`src/hdl/fcg_pkg.sv`:
```
// ----------------------------------------------------------------------------
// fcg_pkg
// Shared types and constants of the four-corner gradient pixel generator.
// ----------------------------------------------------------------------------
package fcg_pkg;

   // field widths
   localparam int COORD_W   = 12;
   localparam int DIM_W     = 13;
   localparam int RGB_W     = 24;
   localparam int CH_W      = 8;
   localparam int NUM_CH    = 3;
   localparam int BLEND_W   = 21;
   localparam int NUM_W     = 32;
   localparam int DEN_W     = 26;
   localparam int DEF_MAX_DIM = 4096;

   // configuration port
   localparam int CSR_AW    = 5;
   localparam int CSR_DW    = 32;

   // register indexes
   localparam logic [2:0] REG_WIDTH  = 3'd0;
   localparam logic [2:0] REG_HEIGHT = 3'd1;
   localparam logic [2:0] REG_C1     = 3'd2;
   localparam logic [2:0] REG_C2     = 3'd3;
   localparam logic [2:0] REG_C3     = 3'd4;
   localparam logic [2:0] REG_C4     = 3'd5;

   localparam logic [CH_W-1:0] ALPHA_OPAQUE = 8'hff;

   typedef struct packed {
      logic [COORD_W-1:0] pixel_x;
      logic [COORD_W-1:0] pixel_y;
   } fcg_req_type;

   typedef struct packed {
      logic [31:0] pixel_rgba;
      logic        out_of_range;
   } fcg_rsp_type;

   typedef struct packed {
      logic [DIM_W-1:0] image_width;
      logic [DIM_W-1:0] image_height;
      logic [RGB_W-1:0] corner_one_rgb;
      logic [RGB_W-1:0] corner_two_rgb;
      logic [RGB_W-1:0] corner_three_rgb;
      logic [RGB_W-1:0] corner_four_rgb;
   } fcg_cfg_type;

   // state passed from one divider cell to the next
   typedef struct packed {
      logic                           valid;
      logic                           oor;
      logic [DEN_W-1:0]               den;
      logic [NUM_CH-1:0][NUM_W-1:0]   rem;
      logic [NUM_CH-1:0][CH_W-1:0]    quo;
   } fcg_div_type;

endpackage

```
`src/hdl/fcg_csr.sv`:
```
// ----------------------------------------------------------------------------
// fcg_csr
// Configuration registers behind an APB-style port.
// ----------------------------------------------------------------------------
module fcg_csr (
   input  logic                       clock,
   input  logic                       reset,
   input  logic                       csr_psel,
   input  logic                       csr_penable,
   input  logic                       csr_pwrite,
   input  logic [fcg_pkg::CSR_AW-1:0] csr_paddr,
   input  logic [fcg_pkg::CSR_DW-1:0] csr_pwdata,
   output logic [fcg_pkg::CSR_DW-1:0] csr_prdata,
   output logic                       csr_pready,
   output fcg_pkg::fcg_cfg_type       cfg
);
   import fcg_pkg::*;

   fcg_cfg_type cfg_ff, cfg_in;
   logic [2:0]  idx;
   logic        wr_en;

   assign idx        = csr_paddr[CSR_AW-1:2];
   assign wr_en      = csr_psel & csr_penable & csr_pwrite;
   assign csr_pready = 1'b1;
   assign cfg        = cfg_ff;

   // register write decode
   always_comb begin
      cfg_in = cfg_ff;
      if (wr_en) begin
         case (idx)
            REG_WIDTH:  cfg_in.image_width      = csr_pwdata[DIM_W-1:0];
            REG_HEIGHT: cfg_in.image_height     = csr_pwdata[DIM_W-1:0];
            REG_C1:     cfg_in.corner_one_rgb   = csr_pwdata[RGB_W-1:0];
            REG_C2:     cfg_in.corner_two_rgb   = csr_pwdata[RGB_W-1:0];
            REG_C3:     cfg_in.corner_three_rgb = csr_pwdata[RGB_W-1:0];
            REG_C4:     cfg_in.corner_four_rgb  = csr_pwdata[RGB_W-1:0];
            default:    cfg_in = cfg_ff;
         endcase
      end
   end

   always_ff @(posedge clock) begin
      if (reset) begin
         cfg_ff <= '{image_width: DIM_W'(1), image_height: DIM_W'(1), default: '0};
      end else begin
         cfg_ff <= cfg_in;
      end
   end

   // read back
   always_comb begin
      case (idx)
         REG_WIDTH:  csr_prdata = CSR_DW'(cfg_ff.image_width);
         REG_HEIGHT: csr_prdata = CSR_DW'(cfg_ff.image_height);
         REG_C1:     csr_prdata = CSR_DW'(cfg_ff.corner_one_rgb);
         REG_C2:     csr_prdata = CSR_DW'(cfg_ff.corner_two_rgb);
         REG_C3:     csr_prdata = CSR_DW'(cfg_ff.corner_three_rgb);
         REG_C4:     csr_prdata = CSR_DW'(cfg_ff.corner_four_rgb);
         default:    csr_prdata = '0;
      endcase
   end

endmodule

```
`config.mk`:
```
export PLATFORM = sky130hd
export DESIGN_NAME = fcg_csr
export DESIGN_NICKNAME = d
export VERILOG_FILES = /design/src/hdl/fcg_pkg.sv /design/src/hdl/fcg_csr.sv
export SDC_FILE = /design/constraint.sdc
export NUM_CORES = 1
export LEC_CHECK = 0
export BUFFER_PORTS_ARGS = -buffer_cell sky130_fd_sc_hd__buf_2
export CAP_MARGIN = 15
export CELL_PAD_IN_SITES_DETAIL_PLACEMENT = 0
export CELL_PAD_IN_SITES_GLOBAL_PLACEMENT = 1
export CORE_MARGIN = 5
export CORE_UTILIZATION = 35
export CTS_BUF_LIST = sky130_fd_sc_hd__clkbuf_8 sky130_fd_sc_hd__clkbuf_16
export CTS_CLUSTER_SIZE = 24
export DETAILED_ROUTE_END_ITERATION = 7
export PLACE_DENSITY = 0.87
export SYNTH_ARGS = -nofsm -noshare
export SYNTH_HDL_FRONTEND = slang
export SYNTH_SLANG_ARGS = --single-unit
```
`constraint.sdc`:
```
create_clock -name clock -period 0.95 [get_ports clock]
set_input_delay 0 -clock clock [delete_from_list [all_inputs] [get_ports clock]]
set_output_delay 0 -clock clock [all_outputs]
set_load 0.05 [all_outputs]
```
==> results.json, run 1 <==
{
  "status": "complete, but fails checks",
  "violations": "setup timing",
  "fin_crit_sh_pct": 162,
  "die_x_um": 140,
  "total_power_uw": 13600,
  "worst-path-max-fanout": 2,
  "worstSetupStartpointType": "flop",
  "clk_pin_slew_ps": 50,
  "ioPinCount": 197,
  "crit_end": "csr_prdata[5]",
  "cts_buffer_depth": 2,
  "area_growth_syn_to_layout_pct": 104,
  "cts.htree.levels": 4,
  "drive_gt1_share_pct": 65.7,
  "grt_max_degree": 56,
  "fmax_mhz": 651,
  "r2r_cells": 6,
  "synthCells": 560,
  "hold_slack_ps": 18.0,
  "cts_buffers": 17,
  "synth_seq_area_share_pct": 41.3,
  "cts_sinks": 122,
  "cts.root.buffer_cell": "clkbuf_16",
  "worstHoldPathType": "primary input to flop",
  "cellLeakagePower_uw": 0.00531,
  "coreArea_um2": 16600,
  "first_iter_violations": 231,
  "grt_use_total_pct": 23.3,
  "critPathCaptureType": "output pin",
  "crit_path_start": "cfg[53]",
  "grt_pass1_wl_um": 35800,
  "reg2reg_slack_ps": -120,
  "synth.ff_latch_count": 122,
  "initial_core_util_pct": 35.7,
  "cts_tree": "built",
  "grt_pass1_vias": 6323,
  "ant_nets": 0,
  "worstSetupPathType": "flop to output pin",
  "drtPass1Iterations": 5,
  "cp.arrival_ps": 1540,
  "vias_per_cell": 4.99,
  "clock_latency_ps": 410,
  "antenna_cells": 0,
  "num_rows": 47,
  "r2r_end": "cfg[53]",
  "maxCapViolCount": 0,
  "dieArea_um2": 19600,
  "dpl.hpwl_um": 14600,
  "wirelength_um": 23200,
  "cp.required_ps": 950,
  "io_buffers": 177,
  "grt_setup_unrepaired": "true",
  "reg2reg_from": "cfg[53]",
  "synth.avg_cell_area_um2": 10.6,
  "drc": 0,
  "power.density_nw_per_um2": 1130,
  "irDropWorstVdd_v": 0.00127,
  "largest_reg_flops": 122,
  "die_height_um": 140,
  "place_congestion": 0.809,
  "slew_viol_final": 0,
  "num_vias": 5597,
  "setup_viol": 105,
  "synth_cell_types": 27,
  "antenna_found_initial": 0,
  "setup_ws_ps": -586,
  "avgRoutedWirePerCell_um": 20.7,
  "syn-cell-area_um2": 5920,
  "overflow": 0,
  "ys_warn_count": 0,
  "clock_skew_ps": 0,
  "fin_nets": 931,
  "finalCriticalPeriod_ps": 1540,
  "fillerInstances": 1016,
  "hold_viol_final": 0
}
cell type report:
class / instances / area [um^2] / share of cell area [%]
Clock buffer: 23 / 508 / 4.21
Clock inverter: 9 / 143 / 1.18
Inverter: 1 / 11.3 / 0.0933
Multi-Input combinational cell: 392 / 4000 / 33.2
Sequential cell: 122 / 2880 / 23.9
Tap cell: 220 / 275 / 2.28
Timing Repair Buffer: 355 / 4240 / 35.2
layout by cell type (no fill, tap or decap), types with 2 or more instances in the layout:
cell type / count
a21oi_4: 3
a221oi_4: 3
a22oi_2: 20
buf_12: 27
buf_2: 29
buf_4: 58
buf_6: 104
buf_8: 116
bufinv_16: 4
clkbuf_16: 17
clkbuf_8: 6
clkinv_2: 3
conb_1: 9
dfxtp_2: 7
dfxtp_4: 115
dlygate4sd3_1: 21
inv_1: 2
mux2_2: 7
mux2_4: 17
mux2i_1: 123
mux2i_4: 22
nand2_1: 2
nand2_2: 4
nand2b_1: 143
nand2b_4: 2
nor2_1: 3
o22ai_4: 20
where the power goes:
part / switching (uW) / internal (uW) / leakage, uW
combinational: 925 / 758 / 0.00390
sequential: 44.4 / 4860 / 0.00108
clock: 2280 / 4780 / 0.000332
total: 3250 / 10400 / 0.00531
worst min path at each step:
| stage | from | endpoint | slack [ps] | cells after the start |
|---|---|---|---|---|
| 2_1_floorplan | csr_pwdata[0] | cfg[109] | 170 | 2 |
| 3_3_place_gp | csr_pwdata[0] | cfg[109] | 300 | 3 |
| 3_5_place_dp | csr_pwdata[0] | cfg[109] | 310 | 3 |
| 4_1_cts | csr_pwdata[2] | cfg[50] | 10 | 3 |
| 5_1_grt | reset | cfg[107] | 40 | 3 |
| 6_report | reset | cfg[114] | 20 | 3 |
critical path: stages (launching register included):
cell     delay (ps)
dfxtp_4         340
mux4_2          480
nand2_2          90
o21ai_4          60
buf_6           160
stage by stage:
stage	worst slack [ps]	cells	instance area, um^2	utilization [%]	setup TNS (ps)
final	-586	1122	12100	72.8	-15240
after global routing	-632	1122	12100	72.8	-19200
after CTS	-605	1100	11800	71.1	-16300
after detailed placement	-303	1022	8790	53.0	-31590
after global placement	-300	1022	8790	53.0	-29520
after floorplan	-126	567	6990	-	-2640
synthesized netlist by cell type:
library cell,n,area [um^2]
nand3_4,1,17.5
mux4_1,1,26.3
nand2b_1,145,907
a22oi_1,21,158
clkbuf_1,20,75.1
and4b_1,1,10.0
mux2i_1,145,1450
conb_1,2,7.51
nor2b_1,2,12.5
inv_1,1,3.75
o21ai_0,1,5.00
nand2_2,2,12.5
buf_4,16,120
dfxtp_1,122,2440
nand3b_4,1,20.0
a221oi_1,3,26.3
and4_1,1,8.76
nor2_1,4,15.0
a21oi_1,3,15.0
buf_2,6,30.0
nor2_4,1,11.3
nand2_1,4,15.0
and2b_1,1,7.51
and2_1,2,12.5
mux2_2,24,270
o22ai_1,20,125
buf_6,10,113
routing by layer:
layer  track usage [%]  part of all wire (%)
met1              26.1                    39
met2              42.2                    53
met3              4.67                   3.5
met4              11.2                   3.8
met5                 0                     0
timing repair:
item                                    CTS  global route
setup buffers                            28            61
hold endpoints to repair                 86             0
endpoints found under the setup margin  146           146
pin swaps                                22            17
hold buffers                             21             0
gates resized for setup                 540            69
cell families (layout without fill, tap and decap cells):
logic type | count (synthesis) | count (layout) | share of synthesized area [%]
AOI/OAI and AO/OA | 48 | 48 | 5.56
buffers and inverters | 53 | 388 | 5.77
DFF | 122 | 122 | 41.3
muxes | 170 | 170 | 29.5
other | 2 | 9 | 0.127
and+or+nand+nor | 165 | 165 | 17.7
No activity file was read; power rests on OpenSTA's default activity.
==> inputs of run 2 (changes only) <==
Settings changed: SKIP_CTS_REPAIR_TIMING set to 1.
==> results.json, run 2 (synthesis gave the netlist of run 1 again) <==
{
  "reg2reg_from": "cfg[53]",
  "crit_path_start": "cfg[53]",
  "ant_nets": 0,
  "grt_pass1_wl_um": 30400,
  "num_vias": 5398,
  "ioPinCount": 197,
  "fin_crit_sh_pct": 162,
  "grt_max_degree": 56,
  "coreArea_um2": 16600,
  "maxCapViolCount": 0,
  "fin_nets": 886,
  "antenna_found_initial": 0,
  "grt_use_total_pct": 19.6,
  "cts_sinks": 122,
  "finalCriticalPeriod_ps": 1540,
  "cp.arrival_ps": 1540,
  "dpl.hpwl_um": 14600,
  "cellLeakagePower_uw": 0.00504,
  "io_buffers": 177,
  "largest_reg_flops": 122,
  "final_cell_mix": "144 x nand2b_1, 123 x mux2i_1, 119 x buf_8",
  "die_x_um": 140,
  "violations": "hold timing, setup timing",
  "vias_per_cell": 5.01,
  "overflow": 0,
  "layout.cells.non_filler": 1077,
  "drc": 0,
  "antenna_cells": 0,
  "dp_cells": 1022,
  "cts_buffer_depth": 2,
  "grt_pass1_vias": 5665,
  "fmax_mhz": 650,
  "final_common_cell": "nand2b_1",
  "place_congestion": 0.809,
  "irDropWorstVdd_v": 0.00125,
  "cp.required_ps": 950,
  "status": "complete, but fails checks",
  "worst-path-max-fanout": 2,
  "cts_tree": "built",
  "clock_skew_ps": 0,
  "worstHoldPathType": "primary input to flop",
  "clk_pin_slew_ps": 50,
  "power.density_nw_per_um2": 1170,
  "setup_ws_ps": -588,
  "slew_viol_final": 0,
  "grt_setup_unrepaired": "true",
  "cts_buffers": 17,
  "wirelength_um": 21900,
  "first_iter_violations": 125,
  "avgRoutedWirePerCell_um": 20.4,
  "setup_viol": 85,
  "clock_latency_ps": 410,
  "area_growth_syn_to_layout_pct": 95.7,
  "initial_core_util_pct": 35.7,
  "num_rows": 47,
  "hold_slack_ps": -10.1,
  "hold_viol_final": 9,
  "min_from": "csr_pwdata[22]",
  "drtPass1Iterations": 4,
  "die_height_um": 140,
  "drive_gt1_share_pct": 64.8,
  "cts.root.buffer_cell": "clkbuf_16",
  "total_power_uw": 13600,
  "critPathCaptureType": "output pin",
  "worstSetupPathType": "flop to output pin",
  "cts.htree.levels": 4,
  "placed_area_um2": 8790,
  "final_area_um2": 11600,
  "dieArea_um2": 19600,
  "worstSetupStartpointType": "flop"
}
==> run 2: metal layers <==
metal	vias to the layer above	global-route usage (%)	share of wire, %	wire length (um)
met5	-	0	0	0
li1	2523	-	-	-
met4	0	8.26	3.1	688
met1	2682	23.0	39	8590
met2	149	34.3	54	11800
met3	44	4.46	4.0	885
==> run 2: per-stage QoR <==
stage                     setup slack (ps)  utilization, %  hold WS (ps)  setup TNS (ps)
after floorplan                       -126               -           171           -2640
after global placement                -300            53.0           298          -29520
after detailed placement              -303            53.0           309          -31590
after CTS                             -658            56.9          -128          -28540
after global routing                  -634            69.8          3.43          -17560
final                                 -588            69.8         -10.1          -13580
==> run 2: worst max-delay path, stage by stage (launching register included) <==
cell	delay, ps
dfxtp_4	340
mux4_2	480
nand2_2	90
o21ai_4	60
buf_6	160
==> run 2: final timing paths <==
path / end / slack, ps / cells past startpoint
worst max register to register: cfg[53] / 120 / 4
worst min-delay path: cfg[46] / -10 / 3
worst min register to register: cfg[121] / 500 / 2
worst max-delay path: csr_prdata[5] / -590 / 4
==> run 2: where the power goes <==
part / total [uW] / switching (uW) / internal, uW
registers: 4910 / 46.8 / 4870
logic: 1610 / 899 / 715
clock network: 7070 / 2290 / 4780
==> run 2: area by class of cell <==
class                   instances  area [um^2]
repair buffers                310         3780
clock buffers                  23          508
inverters                       1         11.3
flip-flops and latches        122         2880
multi-input cells             392         3990
clock inverters                 9          143
fillers                      1108         5000
well taps                     220          275
