<file path="src/hdl/fcg_pkg.sv">
// ----------------------------------------------------------------------------
// fcg_pkg
// Shared types and constants of the four-corner gradient pixel generator.
// ----------------------------------------------------------------------------
package fcg_pkg;

   // field widths
   localparam int COORD_W   = 12;
   localparam int DIM_W     = 13;
   localparam int RGB_W     = 24;
   localparam int CH_W      = 8;
   localparam int NUM_CH    = 3;
   localparam int BLEND_W   = 21;
   localparam int NUM_W     = 32;
   localparam int DEN_W     = 26;
   localparam int DEF_MAX_DIM = 4096;

   // configuration port
   localparam int CSR_AW    = 5;
   localparam int CSR_DW    = 32;

   // register indexes
   localparam logic [2:0] REG_WIDTH  = 3'd0;
   localparam logic [2:0] REG_HEIGHT = 3'd1;
   localparam logic [2:0] REG_C1     = 3'd2;
   localparam logic [2:0] REG_C2     = 3'd3;
   localparam logic [2:0] REG_C3     = 3'd4;
   localparam logic [2:0] REG_C4     = 3'd5;

   localparam logic [CH_W-1:0] ALPHA_OPAQUE = 8'hff;

   typedef struct packed {
      logic [COORD_W-1:0] pixel_x;
      logic [COORD_W-1:0] pixel_y;
   } fcg_req_type;

   typedef struct packed {
      logic [31:0] pixel_rgba;
      logic        out_of_range;
   } fcg_rsp_type;

   typedef struct packed {
      logic [DIM_W-1:0] image_width;
      logic [DIM_W-1:0] image_height;
      logic [RGB_W-1:0] corner_one_rgb;
      logic [RGB_W-1:0] corner_two_rgb;
      logic [RGB_W-1:0] corner_three_rgb;
      logic [RGB_W-1:0] corner_four_rgb;
   } fcg_cfg_type;

   // state passed from one divider cell to the next
   typedef struct packed {
      logic                           valid;
      logic                           oor;
      logic [DEN_W-1:0]               den;
      logic [NUM_CH-1:0][NUM_W-1:0]   rem;
      logic [NUM_CH-1:0][CH_W-1:0]    quo;
   } fcg_div_type;

endpackage

</file>
<file path="src/hdl/fcg_div_cell.sv">
// ----------------------------------------------------------------------------
// fcg_div_cell
// One cell of the divider chain: settles one quotient bit for every channel.
// ----------------------------------------------------------------------------
module fcg_div_cell #(
   parameter int SHIFT = 7
) (
   input  logic                 clock,
   input  logic                 reset,
   input  fcg_pkg::fcg_div_type d_in,
   output fcg_pkg::fcg_div_type d_out
);
   import fcg_pkg::*;

   fcg_div_type        cell_ff, cell_in;
   logic [NUM_W-1:0]   den_sh;

   assign den_sh = NUM_W'(d_in.den) << SHIFT;

   // compare and subtract per channel
   always_comb begin
      cell_in = d_in;
      for (int c = 0; c < NUM_CH; c++) begin
         if (d_in.rem[c] >= den_sh) begin
            cell_in.rem[c]        = d_in.rem[c] - den_sh;
            cell_in.quo[c][SHIFT] = 1'b1;
         end
      end
   end

   always_ff @(posedge clock) begin
      if (reset) begin
         cell_ff.valid <= 1'b0;
      end else begin
         cell_ff.valid <= cell_in.valid;
      end
      cell_ff.oor <= cell_in.oor;
      cell_ff.den <= cell_in.den;
      cell_ff.rem <= cell_in.rem;
      cell_ff.quo <= cell_in.quo;
   end

   assign d_out = cell_ff;

endmodule
</file>
<file path="config.mk">
export PLATFORM = sky130hd
export DESIGN_NAME = fcg_div_cell
export DESIGN_NICKNAME = d
export VERILOG_FILES = /design/src/hdl/fcg_pkg.sv /design/src/hdl/fcg_div_cell.sv
export SDC_FILE = /design/constraint.sdc
export NUM_CORES = 1
export LEC_CHECK = 0
export ABC_AREA = 1
export BUFFER_PORTS_ARGS = -buffer_cell sky130_fd_sc_hd__clkbuf_2
export CORE_ASPECT_RATIO = 0.6
export CORE_MARGIN = 1.5
export CORE_UTILIZATION = 48
export CTS_CLUSTER_SIZE = 25
export DETAILED_ROUTE_END_ITERATION = 12
export PLACE_DENSITY = 0.78
export SYNTH_ARGS = -nofsm -noshare
export SYNTH_HDL_FRONTEND = slang
export SYNTH_SLANG_ARGS = --single-unit
</file>
<file path="constraint.sdc">
create_clock -name clock -period 1.9 [get_ports clock]
set_input_delay 0.38 -clock clock [delete_from_list [all_inputs] [get_ports clock]]
set_output_delay 0.38 -clock clock [all_outputs]
set_load 0.02 [all_outputs]
</file>
==> impl_metrics.json, run 1 <==
{
  "pre_cts_slack_ps": -368,
  "die_h_um": 116,
  "layout.core_utilization": 0.694,
  "timing.critical_path.max_delay_family": "simple AND/OR/NAND/NOR gates",
  "drc_errors": 0,
  "synth_simple_gate_area_frac": 0.429,
  "finalWirelength_um": 37900,
  "port-buffer-count": 297,
  "drive_above_1_share": 0.307,
  "synthesis.area_per_instance_um2": 6.28,
  "io_pins": 298,
  "timing.fmax_mhz": 531,
  "placement_rows": 41,
  "synth.largest_area_cell": "sky130_fd_sc_hd__dfxtp_1",
  "tritoncts_clock_tree": "built",
  "tritoncts.num_buffers": 17,
  "p_int_mw": 6.94,
  "synth_xor_xnor_area_share": 0.0248,
  "wl_per_cell_um": 15.3,
  "peakVddDrop_v": 0.000698,
  "die_w_um": 191,
  "pwr-share-comb": 0.377,
  "worst_pin_slew_ps": 366,
  "leakagePower_nw": 8.88,
  "worstSetupEndpointType": "flip-flop",
  "pwr_density_cell_mw_per_mm2": 775,
  "synth_compound_area_frac": 0.0266,
  "cts.sinks": 148,
  "ys_types": 32,
  "total_switching_power_mw": 4.32,
  "place_inst": 2440,
  "layout_setup_ws_ps": 15.5,
  "yosys_warnings": 0,
  "netlist_area_mm2": 0.0102,
  "setup_violations": 0,
  "grt_setup_unrepaired": "true",
  "critical_path_cell_count": 11,
  "worst_hold_path_type": "input port to flip-flop",
  "synth.area.top_cells": "sky130_fd_sc_hd__dfxtp_1, sky130_fd_sc_hd__nand2_1, sky130_fd_sc_hd__inv_1, sky130_fd_sc_hd__ha_1, sky130_fd_sc_hd__nand3_1",
  "non_filler_instances": 2472,
  "routed_via_density": 4.88,
  "final_antenna_net_count": 0,
  "worstPathMaxFanout": 18,
  "grt-ovfl-total": 0,
  "fp.coreArea_mm2": 0.0209,
  "largest_family_of_logic_cells_by_synthesized_area": "simple AND/OR/NAND/NOR gates",
  "layout_commonest_cell": "sky130_fd_sc_hd__nand2_1",
  "grt.total_usage": 0.339,
  "hpwl_um": 32100,
  "cts_root_buffer": "sky130_fd_sc_hd__clkbuf_16",
  "worstSetupStartpointType": "input port",
  "grt_pass1_wl_um": 56600,
  "timing.final.crit_period_ps": 1880,
  "yosys.area.top_type_share": 0.290,
  "clock_tree.htree_level_count": 4,
  "timing.critical_path.slowest_stage_cell": "sky130_fd_sc_hd__ha_1",
  "layout.cells.most_common_list": "sky130_fd_sc_hd__nand2_1, sky130_fd_sc_hd__inv_1, sky130_fd_sc_hd__clkbuf_2",
  "timing.final.crit_share": 0.992,
  "drt-pass1-iter-count": 6,
  "grt_pass1_vias": 10500,
  "clock_tree.buffer_depth": 2,
  "starting_density_of_the_core": 0.489,
  "setup.worst_path.end": "d_out[23]",
  "portion_of_total_power_attributed_to_the_clock_network": 0.302,
  "placed_cell_area_mm2": 0.0139,
  "antenna_found_initial": 0,
  "design_area_mm2": 0.0145,
  "clk_pin_slew_ps": 70,
  "num_vias": 12100,
  "arrival_ps": 2220,
  "syn_inst": 1629,
  "worst-endpoint-required_ps": 2230,
  "fin_hold_ws_ps": 24.6,
  "synthToLayoutAreaGrowth_pct": 42.1,
  "place_congestion": 0.941,
  "num_antenna_cells": 0,
  "p_seq_frac": 0.321,
  "fin_setup_tns_ps": 0,
  "cap_viol_max_count": 0,
  "grt_start_max_net_pins": 29,
  "timing.setup.critical_path_class": "input port to flip-flop",
  "power_total_mw": 11.3,
  "synth_fa_ha_area_frac": 0.0977,
  "largest_register_ffs": 148,
  "postSynthNetCount": 1857,
  "die-area_mm2": 0.0222,
  "run_status": "completed",
  "p_sw_frac": 0.384,
  "postSynthRegisterBits": 148,
  "cp_cell_sequence": "clkbuf_2 -> inv_1 -> ha_1 -> nand2_1 -> nor2_1 -> nand2_1 -> inv_1 -> a21oi_4 -> nand2_4 -> buf_12 -> or2_1",
  "yosys-mux-area-fraction": 0,
  "max_stage_delay_ps": 320,
  "timing_max_transition_violations_final": 0,
  "cp_num_buf_inv": 4,
  "fin_nets": 2408,
  "report.final.hold_viol_count": 0,
  "worstSetupStartpoint": "d_in[138]",
  "synth.yosys.seq_area_share": 0.290,
  "dr.first_iter.drc_count": 1067,
  "slew_headroom": 0.755
}
==> how the worst min path moves through the flow <==
stage                  start   endpoint  slack, ps  cells past startpoint
floorplan            d_in[0]   d_out[0]        410                      0
global placement    d_in[21]  d_out[21]        480                      1
detailed placement   d_in[4]   d_out[4]        480                      1
CTS                 d_in[14]  d_out[14]         20                      1
global route        d_in[17]  d_out[17]         20                      1
finish               d_in[9]   d_out[9]         20                      1
==> cell usage after synthesis <==
library cell,n
sky130_fd_sc_hd__nor2_4,1
sky130_fd_sc_hd__o21ai_0,6
sky130_fd_sc_hd__inv_1,317
sky130_fd_sc_hd__and2_1,3
sky130_fd_sc_hd__nand2_8,1
sky130_fd_sc_hd__or2_2,3
sky130_fd_sc_hd__xnor2_1,3
sky130_fd_sc_hd__a21oi_4,3
sky130_fd_sc_hd__o21a_1,1
sky130_fd_sc_hd__buf_12,1
sky130_fd_sc_hd__a21oi_1,37
sky130_fd_sc_hd__buf_4,2
sky130_fd_sc_hd__nand3_1,143
sky130_fd_sc_hd__nor2_1,95
sky130_fd_sc_hd__or2_1,3
sky130_fd_sc_hd__nand4_1,26
sky130_fd_sc_hd__nand2_2,13
sky130_fd_sc_hd__buf_8,2
sky130_fd_sc_hd__nand3_2,35
sky130_fd_sc_hd__dfxtp_1,148
sky130_fd_sc_hd__buf_2,11
sky130_fd_sc_hd__ha_1,75
sky130_fd_sc_hd__nor3_1,3
sky130_fd_sc_hd__nor3_2,3
sky130_fd_sc_hd__nor2_2,11
sky130_fd_sc_hd__nand2_1,632
sky130_fd_sc_hd__fa_1,3
sky130_fd_sc_hd__nand2_4,5
sky130_fd_sc_hd__xor2_1,26
sky130_fd_sc_hd__buf_6,3
sky130_fd_sc_hd__nand3b_1,12
sky130_fd_sc_hd__inv_2,2
==> per-layer routing <==
metal	global-route usage	wire, µm
met2	0.465	14400
met3	0.0775	4170
met1	0.521	18600
met4	0.0906	715
met5	0	0
==> power by group through the flow <==
stage / Combinational [mW] / Sequential, mW / Clock (mW)
floorplan: 1.86 / 4.14 / 0
global placement: 4.08 / 3.68 / 0
detailed placement: 4.14 / 3.69 / 0
CTS: 4.17 / 3.62 / 3.42
global route: 4.64 / 3.64 / 3.53
finish: 4.25 / 3.62 / 3.40
==> repair_timing <==
item                                   4_1_cts  5_1_grt
setup buffers                                0        0
gates resized for setup                      0       14
hold buffers                                 0        0
endpoints found under the hold margin        0        0
setup endpoints to repair                    0       35
==> cell families after synthesis <==
kind of cell    after synthesis
flops                       148
fa+ha+maj                    78
buf+inv                     338
xor+xnor                     29
compound gates               47
simple gates                989
==> cell type report <==
| type | count | area (µm²) |
|---|---|---|
| timing repair buffer | 551 | 3470 |
| clock buffer | 17 | 425 |
| sequential | 148 | 2960 |
| multi-input combinational | 1143 | 5960 |
| fill | 1910 | 6400 |
| tap | 279 | 349 |
| inverter | 319 | 1200 |
| clock inverter | 15 | 156 |
Power figures use the tool's default switching activity.
==> inputs of run 2 (changes only) <==
--- a/config.mk
+++ b/config.mk
@@ -9,10 +9,10 @@
 export BUFFER_PORTS_ARGS = -buffer_cell sky130_fd_sc_hd__clkbuf_2
 export CORE_ASPECT_RATIO = 0.6
 export CORE_MARGIN = 1.5
-export CORE_UTILIZATION = 48
+export CORE_UTILIZATION = 53
 export CTS_CLUSTER_SIZE = 25
 export DETAILED_ROUTE_END_ITERATION = 12
-export PLACE_DENSITY = 0.78
+export PLACE_DENSITY = 0.81
 export SYNTH_ARGS = -nofsm -noshare
 export SYNTH_HDL_FRONTEND = slang
 export SYNTH_SLANG_ARGS = --single-unit
==> constraint.sdc (replaced) <==
create_clock -name clock -period 2 [get_ports clock]
set_input_delay 0.2 -clock clock [delete_from_list [all_inputs] [get_ports clock]]
set_output_delay 0.2 -clock clock [all_outputs]
set_load 0.02 [all_outputs]
==> run 2 against run 1 <==
  * Sequential share of layout area rose by 0.13 points
  * Worst hold slack got worse by 24 ps
  * Power fell by 3.6%
  * Clock power rose by 1%
  * Non-clock buffer count fell by 40
  * Critical path depth rose by 2
  * Combinational power fell by 6.8%
  * Largest cell class unchanged
  * Global-route usage rose by 5.9 points
  * Design area fell by 0.63%
  * Sequential cell count did not move
  * Utilization rose by 6.6 points
==> impl_metrics.json, run 2 (synthesis results as in run 1) <==
{
  "run_status": "completed",
  "timing.final.crit_share": 0.964,
  "p_sw_frac": 0.381,
  "fin_nets": 2369,
  "p_int_mw": 6.72,
  "worst-endpoint-required_ps": 2340,
  "portion_of_total_power_attributed_to_the_clock_network": 0.318,
  "clk_pin_slew_ps": 80,
  "starting_density_of_the_core": 0.539,
  "clock_tree.htree_level_count": 4,
  "tritoncts_clock_tree": "built",
  "grt.met3_usage": 0.118,
  "worst_pin_slew_ps": 388,
  "drt-pass1-iter-count": 6,
  "grt.met1_usage": 0.572,
  "layout.cells.most_common_list": "sky130_fd_sc_hd__nand2_1, sky130_fd_sc_hd__inv_1, sky130_fd_sc_hd__clkbuf_2",
  "slew_headroom": 0.741,
  "gr-max-usage-layer": "met1",
  "cp_cell_sequence": "dlygate4sd3_1 -> clkbuf_2 -> ha_1 -> buf_4 -> nand2_2 -> inv_1 -> nand2_1 -> nor2_2 -> nand3b_1 -> nand3_1 -> nand2_1 -> nand3_2 -> nand2_1",
  "cp_num_buf_inv": 4,
  "drc_errors": 0,
  "worstPathMaxFanout": 4,
  "timing.critical_path.slowest_stage_cell": "sky130_fd_sc_hd__dlygate4sd3_1",
  "timing.final.crit_period_ps": 1930,
  "die-area_mm2": 0.0202,
  "worstSetupEndpointType": "flip-flop",
  "hold-path-endpoint": "d_out[42]",
  "clock_tree.buffer_depth": 2,
  "grt.total_usage": 0.398,
  "worst_hold_startpoint": "d_in[42]",
  "timing.fmax_mhz": 519,
  "cts_root_buffer": "sky130_fd_sc_hd__clkbuf_16",
  "hpwl_um": 30700,
  "arrival_ps": 2270,
  "grt_pass1_vias": 11500,
  "timing_max_transition_violations_final": 0,
  "pwr-share-comb": 0.365,
  "design_area_mm2": 0.0144,
  "place_inst": 2286,
  "drive_above_1_share": 0.253,
  "worstSetupStartpointType": "input port",
  "fp.coreArea_mm2": 0.0190,
  "non_filler_instances": 2400,
  "setup_violations": 0,
  "max_stage_delay_ps": 540,
  "final_antenna_net_count": 0,
  "report.final.hold_viol_count": 0,
  "finalWirelength_um": 40300,
  "port-buffer-count": 297,
  "worst_hold_path_type": "input port to flip-flop",
  "timing.setup.critical_path_class": "input port to flip-flop",
  "leakagePower_nw": 8.67,
  "timing.critical_path.max_delay_family": "simple AND/OR/NAND/NOR gates",
  "p_seq_frac": 0.317,
  "place_congestion": 1.00,
  "layout_commonest_cell": "sky130_fd_sc_hd__nand2_1",
  "total_switching_power_mw": 4.13,
  "grt-ovfl-total": 0,
  "die_h_um": 111,
  "die_w_um": 182,
  "dr.first_iter.drc_count": 1373,
  "fill_cells": 1490,
  "hold_path_depth": 3,
  "cts.sinks": 148,
  "critical-path-top-cell-by-count": "sky130_fd_sc_hd__nand2_1",
  "synthToLayoutAreaGrowth_pct": 41.2,
  "grt_pass1_wl_um": 61600,
  "wl_per_cell_um": 16.8,
  "antenna_found_initial": 0,
  "pwr_density_cell_mw_per_mm2": 752,
  "num_vias": 12300,
  "largest_register_ffs": 148,
  "num_antenna_cells": 0,
  "grt_setup_unrepaired": "false",
  "placed_cell_area_mm2": 0.0130,
  "peakVddDrop_v": 0.000685,
  "cap_viol_max_count": 0,
  "grt_start_max_net_pins": 29,
  "io_pins": 298,
  "routed_via_density": 5.12,
  "placement_rows": 39,
  "gr-usage-met2": 0.557,
  "tritoncts.num_buffers": 17
}
==> run 2: cell count changes in the layout (fill, tap and decap cells not counted), sizes merged, moves of 2 or more <==
cell,previous run,this run
dlygate4sd3,0,80
buf,254,135
clkinv,4,2
bufinv,0,2
==> run 2: per-stage QoR <==
stage / power [mW] / TNS, ps / util / worst slack (ps) / hold WS, ps
after floorplan: 5.70 / 0 / - / 351 / 228
after global placement: 7.09 / -891 / 0.683 / -103 / 303
after detailed placement: 7.14 / -1620 / 0.683 / -135 / 304
after CTS: 10.7 / 0 / 0.757 / 36.5 / 1.04
after global routing: 11.3 / 0 / 0.761 / 12.8 / 13.9
final: 10.9 / 0 / 0.761 / 71.9 / 1.10
==> run 2: cell type report <==
type	count	area [µm²]	share of cell area
multi-input cells	1144	5950	0.412
repair buffers	511	3410	0.236
flip-flops and latches	148	2960	0.205
inverters	319	1200	0.0829
clock buffers	17	425	0.0295
well taps	246	308	0.0213
clock inverters	15	188	0.0130
==> run 2: power by group through the flow <==
| stage | clock, mW | sequential, mW | combinational, mW |
|---|---|---|---|
| after floorplan | 0 | 3.93 | 1.77 |
| after global placement | 0 | 3.49 | 3.60 |
| after detailed placement | 0 | 3.49 | 3.65 |
| after CTS | 3.45 | 3.43 | 3.81 |
| after global routing | 3.60 | 3.46 | 4.27 |
| final | 3.45 | 3.44 | 3.96 |
==> run 2: tightest hold or removal path, stage by stage <==
cell	delay (ps)
sky130_fd_sc_hd__clkbuf_2	100
sky130_fd_sc_hd__nand3_1	70
sky130_fd_sc_hd__nand2_1	60
==> run 2: how the worst max path moves through the flow <==
| stage | startpoint | to | slack (ps) | cells past startpoint |
|---|---|---|---|---|
| CTS | d_in[48] | d_out[51] | 40 | 13 |
| floorplan | d_in[136] | d_out[51] | 350 | 13 |
| detailed placement | d_in[126] | d_out[15] | -140 | 13 |
| global placement | d_in[132] | d_out[51] | -100 | 13 |
| finish | d_in[48] | d_out[51] | 70 | 13 |
| global route | d_in[48] | d_out[51] | 10 | 13 |
==> run 2: what timing repair did <==
action | 4_1_cts | 5_1_grt
hold buffers | 80 | 0
resized for setup | 0 | 5
setup buffers | 0 | 2
endpoints found under the setup margin | 0 | 24
endpoints found under the hold margin | 79 | 0
==> run 2: per-layer routing <==
metal  wire, µm  part of all wire  vias up
li1           -                 -     6014
met1      18100              0.45     5388
met2      15900              0.40      785
met3       5120              0.13      108
met4       1180             0.029        0
met5          0                 0        -
